File: src/hdl/dominant_segment_masker_defines.svh
// Assertion macros used by the dominant segment masker top level.
`ifndef DOMINANT_SEGMENT_MASKER_DEFINES_SVH
`define DOMINANT_SEGMENT_MASKER_DEFINES_SVH

// Same-cycle implication, checked on every rising edge outside reset.
`define DSM_ASSERT_NOW(lbl, ante, cons, msg) \
    lbl: assert property (@(posedge i_clk) disable iff (!i_rst_n) (ante) |-> (cons)) \
        else $error(msg);

// Next-cycle implication, checked on every rising edge outside reset.
`define DSM_ASSERT_NEXT(lbl, ante, cons, msg) \
    lbl: assert property (@(posedge i_clk) disable iff (!i_rst_n) (ante) |=> (cons)) \
        else $error(msg);

`endif

File: src/hdl/dsm_pkg.sv
// Shared types, constants and the palette table of the dominant segment masker.
package dsm_pkg;

    // Palette size and the fixed widths that follow from it.
    localparam int PALETTE_SIZE = 7;
    localparam int IDX_W        = 3;
    localparam int MASK_W       = 7;

    // One color, channel bytes.
    typedef struct packed {
        logic [7:0] red;
        logic [7:0] green;
        logic [7:0] blue;
    } t_rgb;

    // Clear command broadcast from the ranking control to every cell.
    typedef struct packed {
        logic             clr_all;
        logic             clr_one;
        logic [IDX_W-1:0] idx;
    } t_clr_cmd;

    localparam t_rgb WHITE = '{red: 8'd255, green: 8'd255, blue: 8'd255};
    localparam t_rgb BLACK = '{red: 8'd0, green: 8'd0, blue: 8'd0};

    // Palette color of a bin; indexes past the palette read as black.
    function automatic t_rgb palette_color(input logic [IDX_W-1:0] idx);
        t_rgb c;
        case (idx)
            3'd0:    c = '{red: 8'd0,   green: 8'd0,   blue: 8'd255};
            3'd1:    c = '{red: 8'd255, green: 8'd0,   blue: 8'd0};
            3'd2:    c = '{red: 8'd0,   green: 8'd255, blue: 8'd0};
            3'd3:    c = '{red: 8'd100, green: 8'd100, blue: 8'd255};
            3'd4:    c = '{red: 8'd255, green: 8'd0,   blue: 8'd255};
            3'd5:    c = '{red: 8'd255, green: 8'd255, blue: 8'd0};
            default: c = BLACK;
        endcase
        return c;
    endfunction

endpackage

File: src/hdl/dsm_cell.sv
// One histogram bin: counts matching pixels and forwards the running maximum.
module dsm_cell #(
    parameter int                  COUNT_BITS = 21,
    parameter logic [dsm_pkg::IDX_W-1:0] IDX  = '0
) (
    input  logic                      i_clk,
    input  logic                      i_rst_n,
    input  logic                      i_cnt_en,
    input  dsm_pkg::t_rgb             i_pixel,
    input  dsm_pkg::t_clr_cmd         i_cmd,
    input  logic [COUNT_BITS-1:0]     i_best_val,
    input  logic [dsm_pkg::IDX_W-1:0] i_best_idx,
    output logic [COUNT_BITS-1:0]     o_best_val,
    output logic [dsm_pkg::IDX_W-1:0] o_best_idx
);

    localparam dsm_pkg::t_rgb MY_COLOR = dsm_pkg::palette_color(IDX);

    logic [COUNT_BITS-1:0]     r_count;
    logic [COUNT_BITS-1:0]     n_count;
    logic [COUNT_BITS-1:0]     r_best_val;
    logic [dsm_pkg::IDX_W-1:0] r_best_idx;

    // Bin count: cleared on command, otherwise a saturating increment on a match.
    always_comb begin
        n_count = r_count;
        if (i_cmd.clr_all || (i_cmd.clr_one && (i_cmd.idx == IDX))) begin
            n_count = '0;
        end else if (i_cnt_en && (i_pixel == MY_COLOR) && (r_count != '1)) begin
            n_count = r_count + COUNT_BITS'(1);
        end
    end

    always_ff @(posedge i_clk) begin
        if (!i_rst_n) begin
            r_count <= '0;
        end else begin
            r_count <= n_count;
        end
    end

    // Running maximum; a strict compare keeps ties on the lower index upstream.
    always_ff @(posedge i_clk) begin
        if (r_count > i_best_val) begin
            r_best_val <= r_count;
            r_best_idx <= IDX;
        end else begin
            r_best_val <= i_best_val;
            r_best_idx <= i_best_idx;
        end
    end

    assign o_best_val = r_best_val;
    assign o_best_idx = r_best_idx;

endmodule

File: src/hdl/dsm_rank_ctrl.sv
// Ranking sequencer: picks the dominant bins one at a time from the cell chain.
module dsm_rank_ctrl #(
    parameter int BIN_TOTAL = 7
) (
    input  logic                       i_clk,
    input  logic                       i_rst_n,
    input  logic                       i_start,
    input  logic [2:0]                 i_dom_count,
    input  logic                       i_top_valid,
    input  logic [dsm_pkg::IDX_W-1:0]  i_top_idx,
    output logic                       o_busy,
    output dsm_pkg::t_clr_cmd          o_cmd,
    output logic [dsm_pkg::MASK_W-1:0] o_masked
);

    typedef enum logic [1:0] {
        S_IDLE = 2'b01,
        S_RANK = 2'b10
    } t_state;

    t_state                     r_state, n_state;
    logic [2:0]                 r_wait, n_wait;
    logic [2:0]                 r_left, n_left;
    logic [dsm_pkg::MASK_W-1:0] r_chosen, n_chosen;
    logic [dsm_pkg::MASK_W-1:0] r_masked, n_masked;

    // Each pick waits for the chain to settle, then takes the tail maximum.
    always_comb begin
        n_state  = r_state;
        n_wait   = r_wait;
        n_left   = r_left;
        n_chosen = r_chosen;
        n_masked = r_masked;
        o_cmd    = '0;
        case (r_state)
            S_IDLE: begin
                if (i_start) begin
                    n_state  = S_RANK;
                    n_wait   = 3'(BIN_TOTAL);
                    n_left   = i_dom_count;
                    n_chosen = '0;
                end
            end
            S_RANK: begin
                if (r_wait != 3'd0) begin
                    n_wait = r_wait - 3'd1;
                end else if ((r_left == 3'd0) || !i_top_valid) begin
                    n_masked      = r_chosen;
                    o_cmd.clr_all = 1'b1;
                    n_state       = S_IDLE;
                end else begin
                    n_chosen      = r_chosen | (dsm_pkg::MASK_W'(1) << i_top_idx);
                    o_cmd.clr_one = 1'b1;
                    o_cmd.idx     = i_top_idx;
                    n_left        = r_left - 3'd1;
                    n_wait        = 3'(BIN_TOTAL);
                end
            end
            default: begin
                n_state = S_IDLE;
            end
        endcase
    end

    always_ff @(posedge i_clk) begin
        if (!i_rst_n) begin
            r_state  <= S_IDLE;
            r_wait   <= '0;
            r_left   <= '0;
            r_masked <= '0;
        end else begin
            r_state  <= n_state;
            r_wait   <= n_wait;
            r_left   <= n_left;
            r_masked <= n_masked;
        end
    end

    always_ff @(posedge i_clk) begin
        r_chosen <= n_chosen;
    end

    assign o_busy   = (r_state == S_RANK);
    assign o_masked = r_masked;

endmodule

File: src/hdl/dominant_segment_masker.sv
// Top level of the dominant segment masker: stream ports, bin chain and output register.
//
// Input items arrive on the slave stream. tuser selects the kind: 0 counts the
// pixel in tdata against a seven-color palette, 1 maps the segment label in
// tdata. tlast on a count item marks the last pixel of a frame.
// Map items give one registered result item on the master stream: the
// label's palette color, or white with tuser set when the label is one of
// the dominant bins. Count items give no result. Count and map items are
// taken one per cycle while the block is not ranking and its output register
// can take a result. A last pixel starts ranking: the block then holds tready
// low until ranking ends; each pick waits for the running maximum to ripple
// through the B-cell compare chain, where B is the number of bins. The
// histogram is cleared when ranking ends. A stalled receiver holds the
// result in the output register; a new item is taken only when that register
// is empty or drained in the same cycle. Reset clears the histogram and the
// masked set and sets the dominant count to two. The user writes the count
// register through i_cfg_we only while idle; the block does not enforce this.
module dominant_segment_masker #(
    parameter int NUM_COLORS = 7,
    parameter int COUNT_BITS = 21
) (
    input  logic        i_clk,
    input  logic        i_rst_n,
    // Configuration: dominant_count.
    input  logic        i_cfg_we,
    input  logic [2:0]  i_cfg_wdata,
    // Slave stream.
    input  logic        i_s_tvalid,
    output logic        o_s_tready,
    input  logic [31:0] i_s_tdata,  // pixel_red, pixel_green, pixel_blue, segment_label
    input  logic        i_s_tlast,  // last_pixel
    input  logic        i_s_tuser,  // opcode
    // Master stream.
    output logic        o_m_tvalid,
    input  logic        i_m_tready,
    output logic [23:0] o_m_tdata,  // out_red, out_green, out_blue
    output logic        o_m_tuser   // was_masked
);

    `include "dominant_segment_masker_defines.svh"

    localparam int BIN_TOTAL = (NUM_COLORS < dsm_pkg::PALETTE_SIZE) ?
                               NUM_COLORS : dsm_pkg::PALETTE_SIZE;

    logic [2:0]                 r_dom_count;
    logic                       w_busy;
    logic                       w_accept;
    logic                       w_cnt_en;
    logic                       w_start;
    logic                       w_map;
    dsm_pkg::t_rgb              w_pixel;
    logic [dsm_pkg::IDX_W-1:0]  w_label;
    dsm_pkg::t_clr_cmd          w_cmd;
    logic [dsm_pkg::MASK_W-1:0] w_masked;
    logic [dsm_pkg::MASK_W:0]   w_masked_ext;
    logic                       w_lbl_masked;
    dsm_pkg::t_rgb              w_color;
    logic                       r_out_valid;
    dsm_pkg::t_rgb              r_out_color;
    logic                       r_out_masked;

    logic [COUNT_BITS-1:0]     w_best_val [0:BIN_TOTAL];
    logic [dsm_pkg::IDX_W-1:0] w_best_idx [0:BIN_TOTAL];

    // Configuration register.
    always_ff @(posedge i_clk) begin
        if (!i_rst_n) begin
            r_dom_count <= 3'd2;
        end else if (i_cfg_we) begin
            r_dom_count <= i_cfg_wdata;
        end
    end

    // Input handshake and item decode.
    assign o_s_tready = !w_busy && (!r_out_valid || i_m_tready);
    assign w_accept   = i_s_tvalid && o_s_tready;
    assign w_cnt_en   = w_accept && !i_s_tuser;
    assign w_start    = w_cnt_en && i_s_tlast;
    assign w_map      = w_accept && i_s_tuser;
    assign w_pixel.red   = i_s_tdata[7:0];
    assign w_pixel.green = i_s_tdata[15:8];
    assign w_pixel.blue  = i_s_tdata[23:16];
    assign w_label       = i_s_tdata[26:24];

    // Chain of bin cells; the head starts from an empty maximum.
    assign w_best_val[0] = '0;
    assign w_best_idx[0] = '0;

    for (genvar g = 0; g < BIN_TOTAL; g++) begin : g_cell
        dsm_cell #(
            .COUNT_BITS (COUNT_BITS),
            .IDX        (dsm_pkg::IDX_W'(g))
        ) u_cell (
            .i_clk      (i_clk),
            .i_rst_n    (i_rst_n),
            .i_cnt_en   (w_cnt_en),
            .i_pixel    (w_pixel),
            .i_cmd      (w_cmd),
            .i_best_val (w_best_val[g]),
            .i_best_idx (w_best_idx[g]),
            .o_best_val (w_best_val[g+1]),
            .o_best_idx (w_best_idx[g+1])
        );
    end

    // Ranking sequencer.
    dsm_rank_ctrl #(
        .BIN_TOTAL (BIN_TOTAL)
    ) u_rank_ctrl (
        .i_clk       (i_clk),
        .i_rst_n     (i_rst_n),
        .i_start     (w_start),
        .i_dom_count (r_dom_count),
        .i_top_valid (w_best_val[BIN_TOTAL] != '0),
        .i_top_idx   (w_best_idx[BIN_TOTAL]),
        .o_busy      (w_busy),
        .o_cmd       (w_cmd),
        .o_masked    (w_masked)
    );

    // Label lookup; the out-of-range label reads an always-clear bit and black.
    assign w_masked_ext = {1'b0, w_masked};
    assign w_lbl_masked = w_masked_ext[w_label];
    assign w_color      = w_lbl_masked ? dsm_pkg::WHITE : dsm_pkg::palette_color(w_label);

    // Output register.
    always_ff @(posedge i_clk) begin
        if (!i_rst_n) begin
            r_out_valid <= 1'b0;
        end else if (w_map) begin
            r_out_valid <= 1'b1;
        end else if (i_m_tready) begin
            r_out_valid <= 1'b0;
        end
    end

    always_ff @(posedge i_clk) begin
        if (w_map) begin
            r_out_color  <= w_color;
            r_out_masked <= w_lbl_masked;
        end
    end

    assign o_m_tvalid = r_out_valid;
    assign o_m_tdata  = {r_out_color.blue, r_out_color.green, r_out_color.red};
    assign o_m_tuser  = r_out_masked;

    // A masked result is always white.
    `DSM_ASSERT_NOW(a_masked_white, o_m_tvalid && o_m_tuser, o_m_tdata == 24'hFFFFFF,
        "masked result is not white")

    // A last pixel stops intake while ranking runs.
    `DSM_ASSERT_NEXT(a_rank_stalls, w_start, !o_s_tready,
        "item taken during ranking")

    // Only existing bins can be masked.
    `DSM_ASSERT_NOW(a_mask_range, 1'b1,
        (w_masked >> BIN_TOTAL) == dsm_pkg::MASK_W'(0),
        "masked bit beyond the bin count")

endmodule

File: config.mk
export PLATFORM = sky130hd
export DESIGN_NAME = dominant_segment_masker
export DESIGN_NICKNAME = d
export VERILOG_FILES = /design/src/hdl/dsm_pkg.sv /design/src/hdl/dsm_cell.sv /design/src/hdl/dsm_rank_ctrl.sv /design/src/hdl/dominant_segment_masker.sv
export VERILOG_INCLUDE_DIRS = /design/src /design/src/hdl
export SDC_FILE = /design/constraint.sdc
export NUM_CORES = 1
export LEC_CHECK = 0
export BUFFER_PORTS_ARGS = -buffer_cell sky130_fd_sc_hd__buf_2
export CAP_MARGIN = 20
export CORE_MARGIN = 2
export CORE_UTILIZATION = 40
export DETAILED_ROUTE_END_ITERATION = 10
export SYNTH_ARGS = -nofsm -noshare
export SYNTH_HDL_FRONTEND = slang
export SYNTH_SLANG_ARGS = --single-unit
export TNS_END_PERCENT = 100
File: constraint.sdc
create_clock -name i_clk -period 2.5 [get_ports i_clk]
set_input_delay 0.25 -clock i_clk [delete_from_list [all_inputs] [get_ports i_clk]]
set_output_delay 0.25 -clock i_clk [all_outputs]
set_load 0.005 [all_outputs]
==> impl_metrics.json, run 1 <==
{
  "yosys-top-cells-area": "dfxtp_1 (38%), ha_1 (10%), mux2_2 (7.2%)",
  "worstPathMaxFanout": 7,
  "ir_worst_vdd_mv": 0.376,
  "dieArea_mm2": 0.0444,
  "finClkSkew_ns": 0.0310,
  "yosysTopAreaCellShare_pct": 38.3,
  "synth.largest_area_cell": "dfxtp_1",
  "routedLengthMet1_um": 19200,
  "cpPeakStageDelay_ns": 0.34,
  "start_util_pct": 40.7,
  "die_w_um": 211,
  "run_status": "finished, final reports clean",
  "synth_edf_count": 13,
  "ys_ff_latch": 340,
  "synthCells": 1902,
  "whs_ns": 0.0355,
  "setup_viol": 0,
  "layout_min_cycle_time_ns": 2.46,
  "powerDensity_mw_per_mm2": 547,
  "intPower_mw": 8.96,
  "cp_data_arrival_time_ns": 2.88,
  "cp.required_ns": 2.92,
  "worst_slew_pin_slew_ns": 0.927,
  "dr_wl_met3_um": 1560,
  "drt-initial-drc-count": 847,
  "cts.sinks": 340,
  "fmax_mhz": 406,
  "cts_made_buffers": 38,
  "async_flop_share_pct": 0,
  "grt_max_degree": 24,
  "avgSynthCellArea_um2": 9.00,
  "first_pass_iters": 5,
  "end_kind": "flop",
  "h-tree-depth": 2,
  "seq_power_share_pct": 48.2,
  "ys_types": 69,
  "clkPwrFrac_pct": 49.3,
  "wire_per_inst_um": 15.8,
  "wl_um": 42300,
  "via_count": 14091,
  "syn_to_final_growth_pct": 22.1,
  "track_usage_pct": 18.8,
  "final.setup.tns_ns": 0,
  "p_comb_share_pct": 2.5,
  "crit_top_cell": "buf_4",
  "core_mm2": 0.0420,
  "grt_pass1_vias": 13613,
  "pin_count": 69,
  "antenna_found_initial": 0,
  "dr.max_layer_used": "met4",
  "cts_root_buf": "clkbuf_16",
  "criticalPathCategory": "reg -> reg",
  "power_mw": 11.4,
  "netlist_area_mm2": 0.0171,
  "diodes": 0,
  "slew_headroom_pct": 37.8,
  "grt_pass1_wl_um": 68400,
  "synth_most_common_cell": "dfxtp_1",
  "cp-start-kind": "flop",
  "row_count": 75,
  "met2WireLength_um": 20700,
  "synth_nets": 2084,
  "cp_slowest_cell": "dfxtp_2",
  "hp-class": "in -> reg",
  "cap_violations": 0,
  "cts_tree": "done",
  "clock_latency_ns": 0.54,
  "die_h_um": 211,
  "hpwlAfterDp_um": 31700,
  "place_area_mm2": 0.0191,
  "drtAntennaViolNets": 0,
  "hold_viol": 0,
  "fin_crit_sh_pct": 98.5,
  "yosys_most_used_dff": "dfxtp_1",
  "rsz0062_at_grt": "true",
  "final-max-slew-violation-count": 0,
  "drive_gt1_share_pct": 22.8,
  "design_area_mm2": 0.0209,
  "gp_congestion": 0.861,
  "finalNetCount": 2286,
  "cp_cell_sequence": "inv_2 > ha_4 > nand4_1 > nor4_2 > buf_4 > o31a_1 > a211oi_2 > a21oi_2 > buf_6 > buf_4 > mux2i_2",
  "switching_share_pct": 21.6,
  "cts_buffer_depth": 3,
  "cts.clk_slew.worst_paths_ns": 0.06,
  "via_per_inst": 5.28,
  "yosysSeqAreaShare_pct": 40.5,
  "overflow": 0,
  "synthTopCellsByCount": "dfxtp_1 (327), nor2_1 (182), inv_1 (168)",
  "drc": 0,
  "port_buffers": 63,
  "p_sw_mw": 2.46,
  "leakage_nw": 8.49,
  "yosysWarnings": 0
}
registers in the layout, indices dropped and copies added, names as in the netlist:
signal and cells:
g_cell.u_cell.o_best_idx 14, g_cell.u_cell.o_best_val 147, g_cell.u_cell.r_count 147, o_m_tdata 5, o_m_tuser 1, o_m_tvalid 1, r_dom_count 3, u_rank_ctrl.o_masked 7
u_rank_ctrl.r_chosen 7, u_rank_ctrl.r_left 3, u_rank_ctrl.r_state 2, u_rank_ctrl.r_wait 3
metrics by stage:
step / setup slack, ns / utilization, % / cells
2_1_floorplan: 0.0255 / - / 1902
3_3_place_gp: -0.0213 / 45.3 / 2580
3_5_place_dp: -0.0575 / 45.3 / 2580
4_1_cts: 0.00170 / 48.5 / 2654
5_1_grt: -0.0995 / 49.7 / 2671
6_report: 0.0368 / 49.7 / 2671
cells by family (layout without fill, tap and decap cells):
logic type	Yosys count	after routing	synth area share, %
adder cells (fa/ha/maj)	140	140	10.2
buffers and inverters	261	491	6.20
AO/OA/AOI/OAI	245	245	8.62
multiplexers	137	137	8.88
XOR/XNOR	84	84	4.30
flip-flops	340	340	40.5
AND/OR/NAND/NOR	695	695	21.2
path summary, 6_finish.rpt:
kind,end,cells past startpoint,slack (ns),start
worst max register to register,g_cell[2].u_cell.o_best_val[19]$_DFF_P_,11,0.04,g_cell[1].u_cell.o_best_val[14]$_DFF_P_
worst min-delay path,r_dom_count[2]$_SDFFE_PN0P_,3,0.04,i_cfg_we
worst max-delay path,g_cell[2].u_cell.o_best_val[19]$_DFF_P_,11,0.04,g_cell[1].u_cell.o_best_val[14]$_DFF_P_
worst min register to register,g_cell[0].u_cell.o_best_val[11]$_SDFF_PP0_,0,0.40,g_cell[0].u_cell.r_count[11]$_SDFFE_PP0P_
cells in the final DEF (no fill, tap or decap), types with 7 or more instances in the layout:
cell	instances
dfxtp_1	315
nor2_1	182
buf_4	169
inv_1	165
ha_1	135
nand2_1	109
a21oi_1	96
mux2_2	94
nand3_1	88
nand4_1	73
buf_2	63
o21ai_0	55
xor2_1	42
xnor2_1	42
clkbuf_16	42
nor4_1	41
nor3_1	35
or3_1	35
and3_1	26
mux2i_1	24
and4_1	21
and2_1	15
o31ai_1	15
mux2_4	15
edfxtp_1	13
dfxtp_2	12
a211oi_1	10
nand2b_1	9
or4_1	8
clkbuf_1	8
o21a_1	7
clkbuf_8	7
buf_6	7
area by class of cell:
cell class	count	area, um^2
Inverter	168	631
Timing Repair Buffer	255	1940
Tap cell	539	674
Clock inverter	15	189
Fill cell	3921	21100
Clock buffer	53	1080
Sequential cell	340	6950
Multi-Input combinational cell	1301	9430
layer usage:
layer | track usage, % | vias up
met5 | 0 | -
met4 | 6.00 | 0
met3 | 2.93 | 62
met2 | 32.5 | 219
met1 | 24.0 | 6681
li1 | - | 7129
power by group through the flow:
stage	Combinational, mW	Sequential [mW]	Clock (mW)
finish	0.287	5.50	5.63
global route	0.318	5.50	6.03
CTS	0.287	5.50	5.78
detailed placement	0.278	5.62	0
global placement	0.272	5.62	0
floorplan	0.171	5.62	0
critical path, delay by kind of cell, from the launching register on:
family | cells | cell delay [ns]
flops | 1 | 0.34
fa+ha+maj | 1 | 0.25
compound gates | 3 | 0.50
simple gates | 2 | 0.48
mux | 1 | 0.24
buf+inv | 4 | 0.55
repair_timing:
action / 4_1_cts / 5_1_grt
buffers inserted: 0 / 12
gates resized for setup: 3 / 72
endpoints found under the hold margin: 4 / 0
hold buffers: 6 / 0
gates cloned: 0 / 5
endpoints found under the setup margin: 10 / 132
pin swaps: 1 / 25
Power figures use the tool's default switching activity.
==> run 2: changes to the inputs <==
--- a/config.mk
+++ b/config.mk
@@ -6,6 +6,7 @@
 export SDC_FILE = /design/constraint.sdc
 export NUM_CORES = 1
 export LEC_CHECK = 0
+export ABC_AREA = 1
 export BUFFER_PORTS_ARGS = -buffer_cell sky130_fd_sc_hd__buf_2
 export CAP_MARGIN = 20
 export CORE_MARGIN = 2
==> run 2 against run 1 <==
Compared with the run above:
- die area up 18%
- cell count increased by 47%
- synthesized cell count up 64%
- first-iteration DRC count increased by 28%
- utilization decreased by 3.6 points
- global-route usage increased by 1.4 points
- clock power increased by 8.5%
- sequential power increased by 3%
- via count rose by 33%
- critical endpoint is now g_cell[5].u_cell.r_count[4]$_SDFFE_PP0P_
- largest power group unchanged
==> impl_metrics.json, run 2 <==
{
  "final_common_cell": "nand2_1",
  "layout_min_cycle_time_ns": 2.34,
  "gp_congestion": 0.905,
  "powerDensity_mw_per_mm2": 544,
  "synth.largest_area_cell": "dfxtp_1",
  "setup_viol": 0,
  "yosysTopAreaCellShare_pct": 32.2,
  "fmax_mhz": 428,
  "met2WireLength_um": 25100,
  "cp_slowest_cell": "nor2_2",
  "dr_wl_met3_um": 2040,
  "cts_buffer_depth": 3,
  "yosys_most_used_dff": "dfxtp_1",
  "fin_crit_sh_pct": 93.4,
  "via_count": 18757,
  "yosys-top-cells-area": "dfxtp_1 (32%), nand2_1 (20%), ha_1 (8.6%)",
  "cap_violations": 0,
  "cts_root_buf": "clkbuf_16",
  "hpwlAfterDp_um": 40800,
  "cp_cell_sequence": "inv_1 > ha_1 > inv_2 > nand3_2 > nor2_4 > buf_12 > nand2_1 > nor2_2 > nand3_1 > nand2_1 > nor2_1",
  "h-tree-depth": 2,
  "intPower_mw": 9.59,
  "final_cell_mix": "nand2_1 (1093), inv_1 (398), nor2_1 (383), dfxtp_1 (326), nand3_1 (210)",
  "row_count": 82,
  "cp-start-kind": "flop",
  "cpPeakStageDelay_ns": 0.55,
  "hold-path-endpoint": "o_m_tdata[14]$_SDFFCE_PP1P_",
  "dieArea_mm2": 0.0526,
  "end_kind": "flop",
  "yosysWarnings": 0,
  "r2r.worst_path.cells": 11,
  "reg2reg_to": "g_cell[5].u_cell.r_count[4]$_SDFFE_PP0P_",
  "synth_most_common_cell": "nand2_1",
  "synth_edf_count": 13,
  "criticalPathCategory": "reg -> reg",
  "cts.clk_slew.worst_paths_ns": 0.06,
  "ir_worst_vdd_mv": 0.531,
  "cp_data_arrival_time_ns": 2.80,
  "p_comb_share_pct": 6.4,
  "antenna_found_initial": 1,
  "first_pass_iters": 7,
  "ys_types": 44,
  "grt_max_degree": 24,
  "cts_made_buffers": 41,
  "yosysSeqAreaShare_pct": 34.1,
  "rsz0062_at_grt": "false",
  "start_util_pct": 40.5,
  "cp.required_ns": 2.96,
  "dr.max_layer_used": "met4",
  "core_mm2": 0.0502,
  "syn_to_final_growth_pct": 13.9,
  "hold_viol": 0,
  "run_status": "finished, final reports clean",
  "worstPathMaxFanout": 16,
  "finClkSkew_ns": 0.0186,
  "slew_headroom_pct": 52.2,
  "track_usage_pct": 20.2,
  "pin_count": 69,
  "hp-class": "in -> reg",
  "worst_slew_pin_slew_ns": 0.716,
  "grt_pass1_wl_um": 87800,
  "reg2reg_from": "u_rank_ctrl.r_state[0]$_SDFFE_PN1P_",
  "netlist_area_mm2": 0.0203,
  "regArea_mm2": 0.00694,
  "drt-initial-drc-count": 1086,
  "power_mw": 12.6,
  "die_h_um": 229,
  "post_cts_buffers": 0,
  "crit_top_cell": "nand2_1",
  "wire_per_inst_um": 13.5,
  "finalNetCount": 3397,
  "ys_ff_latch": 340,
  "via_per_inst": 4.78,
  "grt_pass1_vias": 17975,
  "p_sw_mw": 2.99,
  "synthCells": 3117,
  "holdPathStages": 2,
  "cts_tree": "done",
  "drive_gt1_share_pct": 9.85,
  "die_w_um": 229,
  "wl_um": 52800,
  "clkPwrFrac_pct": 48.5,
  "final.setup.tns_ns": 0,
  "async_flop_share_pct": 0,
  "hp-start": "i_s_tdata[26]",
  "final-max-slew-violation-count": 0,
  "synthTopCellsByCount": "nand2_1 (1094), inv_1 (398), nor2_1 (383)",
  "cpLargestDelayFamily": "simple AND/OR/NAND/NOR gates",
  "overflow": 0,
  "switching_share_pct": 23.8,
  "port_buffers": 63,
  "reg2reg_setup_slack_ns": 0.16,
  "drtAntennaViolNets": 0,
  "seq_power_share_pct": 45.1,
  "routedLengthMet1_um": 24200,
  "diodes": 0,
  "cts.sinks": 340,
  "leakage_nw": 10.5,
  "avgSynthCellArea_um2": 6.52,
  "clock_latency_ns": 0.58,
  "nFillCells": 5213,
  "drc": 0,
  "multiInputGateArea_mm2": 0.0112,
  "critical_path_buf_inv_count": 3,
  "synth_nets": 3299
}
[run 2: logic make-up after synthesis]
family,Yosys count,share of synthesized area [%]
XOR/XNOR,87,3.75
buffers and inverters,533,10.9
flip-flops,340,34.1
adder cells (fa/ha/maj),140,8.62
AO/OA/AOI/OAI,141,3.74
AND/OR/NAND/NOR,1876,38.9
[run 2: cell type report]
class | instances | share of cell area [%]
flip-flops and latches | 340 | 30.0
multi-input cells | 2244 | 48.3
well taps | 672 | 3.63
clock inverters | 15 | 0.903
repair buffers | 182 | 5.47
clock buffers | 61 | 5.10
inverters | 406 | 6.59
[run 2: repair_timing]
item | in CTS | in global routing
hold buffers | 8 | 0
endpoints found under the hold margin | 4 | 0
setup endpoints to repair | 0 | 15
resized for setup | 0 | 2
[run 2: how the worst max path moves through the flow]
stage                                                   startpoint                                   endpoint  slack (ns)  depth (start not counted)
after global placement    g_cell[4].u_cell.r_count[0]$_SDFFE_PP0P_  g_cell[4].u_cell.o_best_idx[1]$_SDFF_PP0_        0.19                          7
after global routing           u_rank_ctrl.r_state[0]$_SDFFE_PN1P_  g_cell[5].u_cell.r_count[16]$_SDFFE_PP0P_        0.01                         12
after CTS                      u_rank_ctrl.r_state[0]$_SDFFE_PN1P_   g_cell[5].u_cell.r_count[4]$_SDFFE_PP0P_        0.15                         11
final                          u_rank_ctrl.r_state[0]$_SDFFE_PN1P_   g_cell[5].u_cell.r_count[4]$_SDFFE_PP0P_        0.16                         11
after detailed placement       u_rank_ctrl.r_state[0]$_SDFFE_PN1P_   g_cell[5].u_cell.r_count[4]$_SDFFE_PP0P_        0.15                         11
after floorplan                u_rank_ctrl.r_state[0]$_SDFFE_PN1P_      u_rank_ctrl.r_chosen[0]$_SDFFCE_PN0P_        0.42                         10
[run 2: per-layer routing]
layer  up-vias  track usage, %
li1       9818               -
met1      8522            25.5
met2       336            35.2
met3        81            2.47
met4         0            7.26
met5         -               0
[run 2: per-stage QoR]
| step | hold WS, ns | instance area [um^2] | utilization (%) | worst slack, ns | instances |
|---|---|---|---|---|---|
| 2_1_floorplan | 0.372 | 20300 | - | 0.422 | 3117 |
| 3_5_place_dp | 0.395 | 21700 | 43.2 | 0.154 | 3836 |
| 3_3_place_gp | 0.390 | 21700 | 43.2 | 0.195 | 3836 |
| 6_report | 0.0967 | 23100 | 46.1 | 0.165 | 3920 |
| 4_1_cts | 0.0495 | 23100 | 46.1 | 0.145 | 3920 |
| 5_1_grt | 0.0685 | 23100 | 46.1 | 0.0105 | 3920 |
[run 2: power groups by stage]
stage / clock [mW] / sequential, mW / combinational (mW)
detailed placement: 0 / 5.79 / 0.796
global placement: 0 / 5.78 / 0.753
global route: 6.48 / 5.69 / 0.925
floorplan: 0 / 5.77 / 0.573
finish: 6.11 / 5.67 / 0.804
CTS: 6.28 / 5.67 / 0.811
